## config.mk

```make
export PLATFORM = sky130hd
export DESIGN_NAME = mau_redc
export DESIGN_NICKNAME = d
export VERILOG_FILES = /design/src/rtl/core/mau_pkg.sv /design/src/rtl/core/mau_mul32.sv /design/src/rtl/core/mau_redc.sv
export SDC_FILE = /design/constraint.sdc
export NUM_CORES = 2
export LEC_CHECK = 0
export BUFFER_PORTS_ARGS = -buffer_cell sky130_fd_sc_hd__clkbuf_2
export CAP_MARGIN = 20
export CORE_MARGIN = 5
export CORE_UTILIZATION = 27
export DETAILED_ROUTE_END_ITERATION = 10
export PLACE_DENSITY = 0.52
export SLEW_MARGIN = 20
export SYNTH_ARGS = -nofsm -noshare
export SYNTH_HDL_FRONTEND = slang
export SYNTH_SLANG_ARGS = --single-unit
```

## constraint.sdc

```tcl
create_clock -name aclk -period 17.3 [get_ports aclk]
set_input_delay 3.46 -clock aclk [delete_from_list [all_inputs] [get_ports aclk]]
set_output_delay 3.46 -clock aclk [all_outputs]
set_load 0.02 [all_outputs]
```

## src/rtl/core/mau_pkg.sv

```systemverilog
// Package: opcodes, register indexes and shared types for the Montgomery unit
package mau_pkg;

    typedef enum logic [2:0] {
        OP_REDUCE = 3'd0,
        OP_MUL    = 3'd1,
        OP_ENCODE = 3'd2,
        OP_DECODE = 3'd3,
        OP_POWER  = 3'd4
    } opcode_t;

    localparam logic [1:0] REG_MODULUS     = 2'd0;
    localparam logic [1:0] REG_NEG_INVERSE = 2'd1;
    localparam logic [1:0] REG_R_SQUARED   = 2'd2;
    localparam logic [1:0] REG_NARROW_MODE = 2'd3;

    localparam int CFG_IDX_W = 3;

    // request from sequencer to the REDC engine
    typedef struct packed {
        logic        start;
        logic        narrow;
        logic [63:0] hi;
        logic [63:0] lo;
        logic [63:0] mul_a;
        logic [63:0] mul_b;
        logic        do_mul;
    } redc_req_t;

endpackage

```

## src/rtl/core/mau_mul32.sv

```systemverilog
// Shared 32x32 multiplier with registered product
module mau_mul32 (
    input  logic        aclk,
    input  logic [31:0] x,
    input  logic [31:0] y,
    output logic [63:0] p_reg
);

    // register the product
    always_ff @(posedge aclk) begin
        p_reg <= {32'd0, x} * {32'd0, y};
    end

endmodule

```

## src/rtl/core/mau_redc.sv

```systemverilog
// Montgomery product / REDC engine built on one shared 32x32 multiplier
module mau_redc (
    input  logic              aclk,
    input  logic              aresetn,
    input  mau_pkg::redc_req_t req,
    input  logic [63:0]       modulus,
    input  logic [63:0]       neg_inverse,
    output logic              done,
    output logic [63:0]       res
);

    // one partial product per step; step list fixed per pass
    typedef enum logic [6:0] {
        S_IDLE  = 7'b0000001,
        S_PROD  = 7'b0000010,
        S_MLO   = 7'b0000100,
        S_MQ    = 7'b0001000,
        S_ADD   = 7'b0010000,
        S_SUB   = 7'b0100000,
        S_DONE  = 7'b1000000
    } st_t;

    st_t         st_reg, st_next;
    logic [2:0]  k_reg, k_next;
    logic        narrow_reg;
    logic [63:0] a_reg, b_reg;
    logic [127:0] t_reg;
    logic [127:0] acc_reg;
    logic [63:0] m_reg;
    logic [63:0] u_reg;
    logic [31:0] mx, my;
    logic [63:0] p;
    logic [63:0] ea, eb;

    mau_mul32 u_mul (.aclk(aclk), .x(mx), .y(my), .p_reg(p));

    // pick limbs for the current partial product (k: bit1=a limb, bit0=b limb)
    always_comb begin
        ea = 64'd0;
        eb = 64'd0;
        unique case (st_reg)
            S_PROD: begin ea = a_reg; eb = b_reg; end
            S_MLO:  begin ea = t_reg[63:0]; eb = neg_inverse; end
            // narrow mode multiplies by the low half of the modulus only
            S_MQ:   begin
                ea = m_reg;
                eb = narrow_reg ? {32'd0, modulus[31:0]} : modulus;
            end
            default: begin ea = 64'd0; eb = 64'd0; end
        endcase
        mx = k_reg[1] ? ea[63:32] : ea[31:0];
        my = k_reg[0] ? eb[63:32] : eb[31:0];
    end

    // sequence partial products; the registered product arrives the cycle after its operands
    always_comb begin
        st_next = st_reg;
        k_next  = k_reg;
        unique case (st_reg)
            S_IDLE: if (req.start) begin
                st_next = req.do_mul ? S_PROD : S_MLO;
                k_next  = 3'd0;
            end
            S_PROD, S_MLO, S_MQ: begin
                k_next = k_reg + 3'd1;
                if (k_reg == 3'd4) begin
                    k_next = 3'd0;
                    st_next = (st_reg == S_PROD) ? S_MLO :
                              (st_reg == S_MLO) ? S_MQ : S_ADD;
                end
            end
            S_ADD:  st_next = S_SUB;
            S_SUB:  st_next = S_DONE;
            S_DONE: st_next = S_IDLE;
            default: st_next = S_IDLE;
        endcase
    end

    logic [127:0] pp;
    logic [1:0]   pk;
    assign pk = k_reg[1:0] - 2'd1;
    always_comb begin
        pp = 128'd0;
        unique case (pk)
            2'd0: pp = {64'd0, p};
            2'd1: pp = {32'd0, p, 32'd0};
            2'd2: pp = {32'd0, p, 32'd0};
            2'd3: pp = {p, 64'd0};
            default: pp = 128'd0;
        endcase
    end

    logic [127:0] sum_full;
    logic [63:0]  u_sub;
    logic [63:0]  qn;
    assign qn = narrow_reg ? {32'd0, modulus[31:0]} : modulus;
    assign sum_full = t_reg + acc_reg;
    assign u_sub = (u_reg >= qn) ? u_reg - qn : u_reg;

    // datapath
    always_ff @(posedge aclk) begin
        if (!aresetn) begin
            st_reg <= S_IDLE;
            k_reg  <= 3'd0;
        end else begin
            st_reg <= st_next;
            k_reg  <= k_next;
        end
        unique case (st_reg)
            S_IDLE: begin
                narrow_reg <= req.narrow;
                a_reg <= req.narrow ? {32'd0, req.mul_a[31:0]} : req.mul_a;
                b_reg <= req.narrow ? {32'd0, req.mul_b[31:0]} : req.mul_b;
                t_reg <= req.narrow ? {64'd0, req.lo} : {req.hi, req.lo};
                acc_reg <= 128'd0;
            end
            S_PROD, S_MLO, S_MQ: begin
                if (k_reg == 3'd4) begin
                    if (st_reg == S_PROD) begin
                        t_reg <= narrow_reg ? {64'd0, acc_reg[63:0] + pp[63:0]}
                                            : acc_reg + pp;
                    end else if (st_reg == S_MLO) begin
                        m_reg <= narrow_reg ? {32'd0, acc_reg[31:0] + pp[31:0]}
                                            : acc_reg[63:0] + pp[63:0];
                    end
                    acc_reg <= (st_reg == S_MQ) ? acc_reg + pp : 128'd0;
                end else if (k_reg != 3'd0) begin
                    acc_reg <= acc_reg + pp;
                end
            end
            S_ADD: begin
                if (narrow_reg)
                    u_reg <= {31'd0, (t_reg[63:0] + acc_reg[63:0]) < t_reg[63:0],
                              sum_full[63:32]};
                else
                    u_reg <= sum_full[127:64];
            end
            S_SUB: u_reg <= narrow_reg ? {32'd0, u_sub[31:0]} : u_sub;
            default: ;
        endcase
    end

    assign done = (st_reg == S_DONE);
    assign res  = u_reg;

endmodule
```

# After elaboration in Yosys (flattened, before gate mapping)
# Cells that the tools add are included.
[classes]
n_addsub = 8
n_mul = 1
magnitude_cmp = 2
n_eq_ne = 16
mux = 29
bitwise_logic = 1
reduce_logical = 12
[ops]
columns = ["operator", "count"]
rows = [
  ["$mux 128", 7],
  ["$pmux 128 s2", 2],
  ["$pmux 128 s3", 1],
  ["$pmux 64 s3", 2],
  ["$add 128x128->128", 2],
  ["$mux 64", 4],
  ["$add 64x64->64", 2],
  ["$pmux 64 s2", 1],
  ["$mux 32", 3],
  ["$ge 64x64->1", 1],
  ["$lt 64x64->1", 1],
  ["$mul 32x32->64", 1],
  ["$sub 64x64->64", 1],
  ["$add 32x32->32", 1],
  ["$pmux 7 s4", 1],
  ["$mux 7", 2],
  ["$mux 5", 2],
  ["$mux 3", 3],
  ["$reduce_and 2->1", 4],
  ["$eq 7x1->1 const B", 1],
  ["$eq 7x2->1 const B", 1],
  ["$eq 7x3->1 const B", 1],
  ["$eq 7x4->1 const B", 1],
  ["$eq 7x5->1 const B", 1],
  ["other kinds (18)", 23],
]
[totals]
ff_bits = 587
in_bits = 389
output_inout_bits = 65

# Logic depth before layout (Yosys ltp)
[depth]
ltp_word = 9
ltp_mapped = 43
mapped_depth_nobuf = 37

# Hierarchy
# From an unflattened synthesis, not the netlist that was laid out.
[unflattened]
cells_unflattened = 9180
area_unflattened_um2 = 80427.1
[by_module_without_submodules]
columns = ["mod", "n_inst", "cells_per_inst", "area_per_inst_um2", "seq_area_each_um2"]
rows = [
  ["mau_redc", 1, 5339, 45476.1, 15605.0],
  ["mau_mul32", 1, 3841, 34951.0, 1281.2],
]

# Worst setup path before layout
# Ideal clock, no wire load.
[synth_path]
path_kind = "input port to flip-flop"
start = "in modulus[36]"
end = "reg u_mul.p_reg[49]"
arrival_time_ps = 11127
slack_ps = 6101
path_stages = 31
n_path_buf = 2
path_cell_list = "a32oi_1 nand3_1 nand2_1 clkbuf_1 nor2_1 fa_1 inv_1 fa_1 fa_1 fa_1 inv_1 fa_1 fa_1 fa_1 inv_1 fa_1 inv_1 ha_1 clkbuf_1 a21oi_1 o21ai_0 a21oi_1 o21ai_0 a22o_1 a211o_1 a221oi_1 o21ai_1 a21oi_1 o21ai_1 a221oi_1 xnor2_1"
[synth_between]
elab_chain_cells = 4
[synth_rtl]
columns = ["element", "line_no", "source"]
rows = [
  ["start: declaration", "mau_redc.sv:6", "input logic [63:0] modulus,"],
  ["$mux 64", "mau_redc.sv:47", "eb = narrow_reg ? {32'd0, modulus[31:0]} : modulus;"],
  ["$pmux 64 s3", "mau_redc.sv:41", "unique case (st_reg)"],
  ["$mux 32", "mau_redc.sv:52", "my = k_reg[0] ? eb[63:32] : eb[31:0];"],
  ["$mul 32x32->64", "mau_mul32.sv:11", "p_reg <= {32'd0, x} * {32'd0, y};"],
  ["end signal: assignment", "mau_mul32.sv:11", ""],
  ["end: declaration", "mau_mul32.sv:6", "output logic [63:0] p_reg"],
]
# No other way between the ends.
# A chain may end at the register's enable or synchronous reset.

# Worst setup path in the final report
[layout_path]
start = "in neg_inverse[9]"
end = "reg u_mul.p_reg[63]"
[layout_between]
elab_chain_cells = 3
[layout_rtl]
columns = ["element", "line_no", "source"]
rows = [
  ["start: declaration", "mau_redc.sv:7", "input logic [63:0] neg_inverse,"],
  ["$pmux 64 s3", "mau_redc.sv:41", ""],
  ["$mux 32", "mau_redc.sv:52", ""],
  ["$mul 32x32->64", "mau_mul32.sv:11", ""],
]
# No other way between the ends.

==> impl.org <==
** Outcome
- Status :: finished, final reports clean

** Synthesis
- Portion of the post-synthesis area used by sequential elements :: 0.216
- Register bit count reported by yosys :: 587
- Mapped Avg Cell Area :: between 8 and 9 um2
- Cell area after technology mapping :: 78,000 um2
- Syn Inst Count :: between 8,000 and 9,000
- Dominant synthesized flop cell :: sky130_fd_sc_hd__edfxtp_1
- Synthesis Warnings :: 0
- Post-synth EDFFs :: 513
- The number of nets in the synthesized netlist is 10,900.
- Unique cell type count in the Yosys netlist :: 95
- After synthesis, the share of flip-flops with an asynchronous set or reset is 0.

** Layout
- Non-filler cells in the finished layout :: 13,000
- Final cell area excluding filler cells :: 87,100 um2
- For this run, the share of the core covered by cells in the final layout is 0.302.
- For this run, the post-layout net count is 11,000.
- Share of layout cells above drive strength 1 :: 0.0894
- Relative area change from synthesis to final layout :: 11.6%
- Most common library cell in the layout ignoring fill and taps :: sky130_fd_sc_hd__inv_1
- Top library cells by usage in the layout, fill and taps aside :: 1,198 x sky130_fd_sc_hd__inv_1, 1,011 x sky130_fd_sc_hd__nand2_1, 899 x sky130_fd_sc_hd__fa_1

** Place
- The count of buffers added on input and output ports is 453.
- The wire-length estimate of the detail-placed layout is around 330,000 um.
- Prior to clock tree synthesis, the placed netlist has a worst setup slack of between 4 and 5 ns.
- In this run, placement finished with an instance count of 12,800.
- At the end of routability-driven placement, the weighted congestion stood at 1.01.
- In this run the cell area measured after placement is between 80,000 and 90,000 um2.

** Floorplanning
- Area of the die :: between 200,000 and 300,000 um2
- Initial cell density of the core :: 0.271
- Row generation in the floorplan step produced 197 rows.
- During I/O placement, the number of pins put on the boundary was around 450.
- Area of the core :: 288,000 um2
- The floorplan step set the die width to 548 um.
- The floorplan step set the die height to 548 um.

** Worst setup path
- Critical Path Most Common Cell :: sky130_fd_sc_hd__fa_1
- In this design, the stage delay of the slowest critical-path cell is 0.90 ns.
- First element of the critical path :: neg_inverse[9]
- Along the worst path, the maximum fanout reaches 18.
- Endpoint class of the critical path :: flop
- The slowest stage of the critical path belongs to the cell sky130_fd_sc_hd__nand2_1.
- Critical path type :: in -> reg
- Cell count of the worst reg-to-reg path :: 37
- Start of the worst register-to-register path :: st_reg[3]$_SDFFE_PN0P_
- STA puts the critical path data arrival time at 13.03 ns.
- For the worst setup path, the data required time is 17.86 ns.
- Critical Path Start Type :: input pin

** Timing
- The routed design could run at a clock period as short as between 10 and 15 ns.
- Setup violations remaining at the end of the flow were counted as 0.
- Final max-slew violation count :: 0
- Accumulated negative setup slack :: 0 ns
- Timing would allow up to approximately 80 MHz.
- Transition at the pin with the smallest max-transition slack :: 1.35 ns
- Setup slack after layout :: a little under 5 ns
- Setup repair after global routing left no endpoint under its margin.
- Tightest slew margin relative to the limit :: 0.0948
- Dividing the final minimum period by the clock period gives 0.720.
- On the final layout, the worst clock skew is 0.0473 ns.
- The number of hold-slack violations in the final timing report came to 0.
- Min Hold Slack :: ~0.54 ns

** Routing
- Total number of vias :: about 70,000
- The detail route stage leaves a number of antenna-violating nets equal to 0.
- The first detailed-routing pass ran for 6 iterations.
- After detailed routing, the number of remaining DRC violations is 0.
- The routed design has 397,000 um of wire.
- Drt wl/cell :: 30.6 um
- The detailed router finished its first iteration with 8,449 violations.
- Dividing the detail-routed via count by the number of cells gives 5.45.

** Min path
- The worst hold path passes through 2 cells.
- The startpoint identified for the worst hold timing path is st_reg[1]$_SDFFE_PN0P_.
- The worst hold path belongs to the class reg -> reg.

** Clock tree
- CTS tree :: yes
- Number of buffers created by CTS :: 79
- H-tree lvl count :: 3
- Counting every sink on the clock net gives 587.
- After clock tree synthesis, the flow added hold-fix buffers numbering 0.
- Count of cells resized by post-cts repair :: 0
- The tree is rooted in a sky130_fd_sc_hd__clkbuf_16.
- Clock-pin slew was measured on the worst setup and hold paths at ~0.060 ns.
- Counting along the longest clock path gives a buffer depth of 3.
- Buffers added to address setup during post-CTS repair amount to 0.
- Worst skew pair latency :: 0.72 ns

** Run
- Maximum Capacitance Violations :: 0

** Global routing
- The number of global-route vias before repair was 70,500.
- For this run, the total global-route usage over all layers was measured as 0.257.
- Summed over all layers, the global routing overflow is 0.
- Largest net degree at the start of global routing :: 120
- Number of antenna violations at the first check in global routing :: 40
- The first global-routing pass estimated 550,000 um of wire.

** Power and ir drop
- Overall power consumption after layout is estimated at between 10 and 15 mW.
- The analysis attributes to cell leakage a power of approximately 39 nW.
- VDD IR-drop max :: approximately 0.00011 V
- Power spread over the standard cell area amounts to 148 nW/um2.
==> cell type report <==
| class | instances | area, um2 |
|---|---|---|
| antenna | 17 | 42.5 |
| clock buffer | 101 | 2180 |
| clock inverter | 45 | 515 |
| fill | 30600 | 201000 |
| inverter | 1200 | 4510 |
| multi-input combinational | 6663 | 54900 |
| sequential | 587 | 16900 |
| tap | 3781 | 4730 |
| timing repair buffer | 584 | 3290 |
==> worst paths after layout <==
| kind | end | slack, ns |
|---|---|---|
| worst min register to register | st_reg[1]$_SDFFE_PN0P_ | 0.54 |
| worst max-delay path | u_mul.p_reg[63]$_DFF_P_ | 4.84 |
| worst min-delay path | st_reg[1]$_SDFFE_PN0P_ | 0.54 |
| worst max register to register | u_mul.p_reg[63]$_DFF_P_ | 5.73 |
==> routing by layer <==
layer / GRT usage / wire length (um)
met3: 0.0555 / 37100
met4: 0.0893 / 16700
met5: 0 / 81
met1: 0.366 / 175000
met2: 0.382 / 168000
==> power breakdown <==
group	total (mW)	internal, mW	leakage (nW)	switching [mW]
combinational	8.13	2.30	32.2	5.83
clock	1.76	0.987	1.29	0.772
sequential	3.01	2.33	5.71	0.679
==> cells in the mapped netlist (30+ instances only) <==
cell	count	area, um2
sky130_fd_sc_hd__clkbuf_1	443	1660
sky130_fd_sc_hd__nand2_1	1013	3800
sky130_fd_sc_hd__a21oi_1	620	3100
sky130_fd_sc_hd__a32oi_1	34	298
sky130_fd_sc_hd__and2_1	181	1130
sky130_fd_sc_hd__or2_2	39	244
sky130_fd_sc_hd__xnor2_1	227	1990
sky130_fd_sc_hd__a221o_1	78	781
sky130_fd_sc_hd__a21o_1	235	1760
sky130_fd_sc_hd__and3_1	41	257
sky130_fd_sc_hd__nor3_1	63	315
sky130_fd_sc_hd__o21ai_1	46	230
sky130_fd_sc_hd__o21a_1	49	368
sky130_fd_sc_hd__a31oi_1	54	338
sky130_fd_sc_hd__a211oi_1	39	293
sky130_fd_sc_hd__inv_1	1199	4500
sky130_fd_sc_hd__o21bai_1	94	706
sky130_fd_sc_hd__nor2_1	912	3420
sky130_fd_sc_hd__o22ai_1	52	325
sky130_fd_sc_hd__nand2b_1	46	288
sky130_fd_sc_hd__o21ai_0	304	1520
sky130_fd_sc_hd__ha_1	645	8070
sky130_fd_sc_hd__nor2b_1	114	713
sky130_fd_sc_hd__fa_1	899	18000
sky130_fd_sc_hd__nand3_1	104	521
sky130_fd_sc_hd__dfxtp_1	74	1480
sky130_fd_sc_hd__edfxtp_1	513	15400
sky130_fd_sc_hd__buf_2	30	150
sky130_fd_sc_hd__buf_1	33	124
sky130_fd_sc_hd__a22oi_1	32	240
sky130_fd_sc_hd__a22o_1	120	1050
sky130_fd_sc_hd__xor2_1	140	1230
sky130_fd_sc_hd__nand4_1	169	1060
==> worst max-delay path, delay by kind of cell <==
kind            cells  cell delay (ns)
compound gates     10             3.15
xor+xnor            1             0.08
fa+ha+maj           9             4.18
buf+inv             7             0.50
simple gates        6             1.60
==> cell families (layout without fill, tap and decap cells) <==
kind of cell | Yosys count | after routing | share of synthesized area
compound gates | 1959 | 1959 | 0.164
xor+xnor | 367 | 367 | 0.0412
fa+ha+maj | 1544 | 1544 | 0.334
buf+inv | 1708 | 1930 | 0.0827
flops | 587 | 587 | 0.216
mux | 11 | 11 | 0.00141
other cells | 0 | 17 | 0
simple gates | 2782 | 2782 | 0.160
Power figures use the tool's default switching activity.
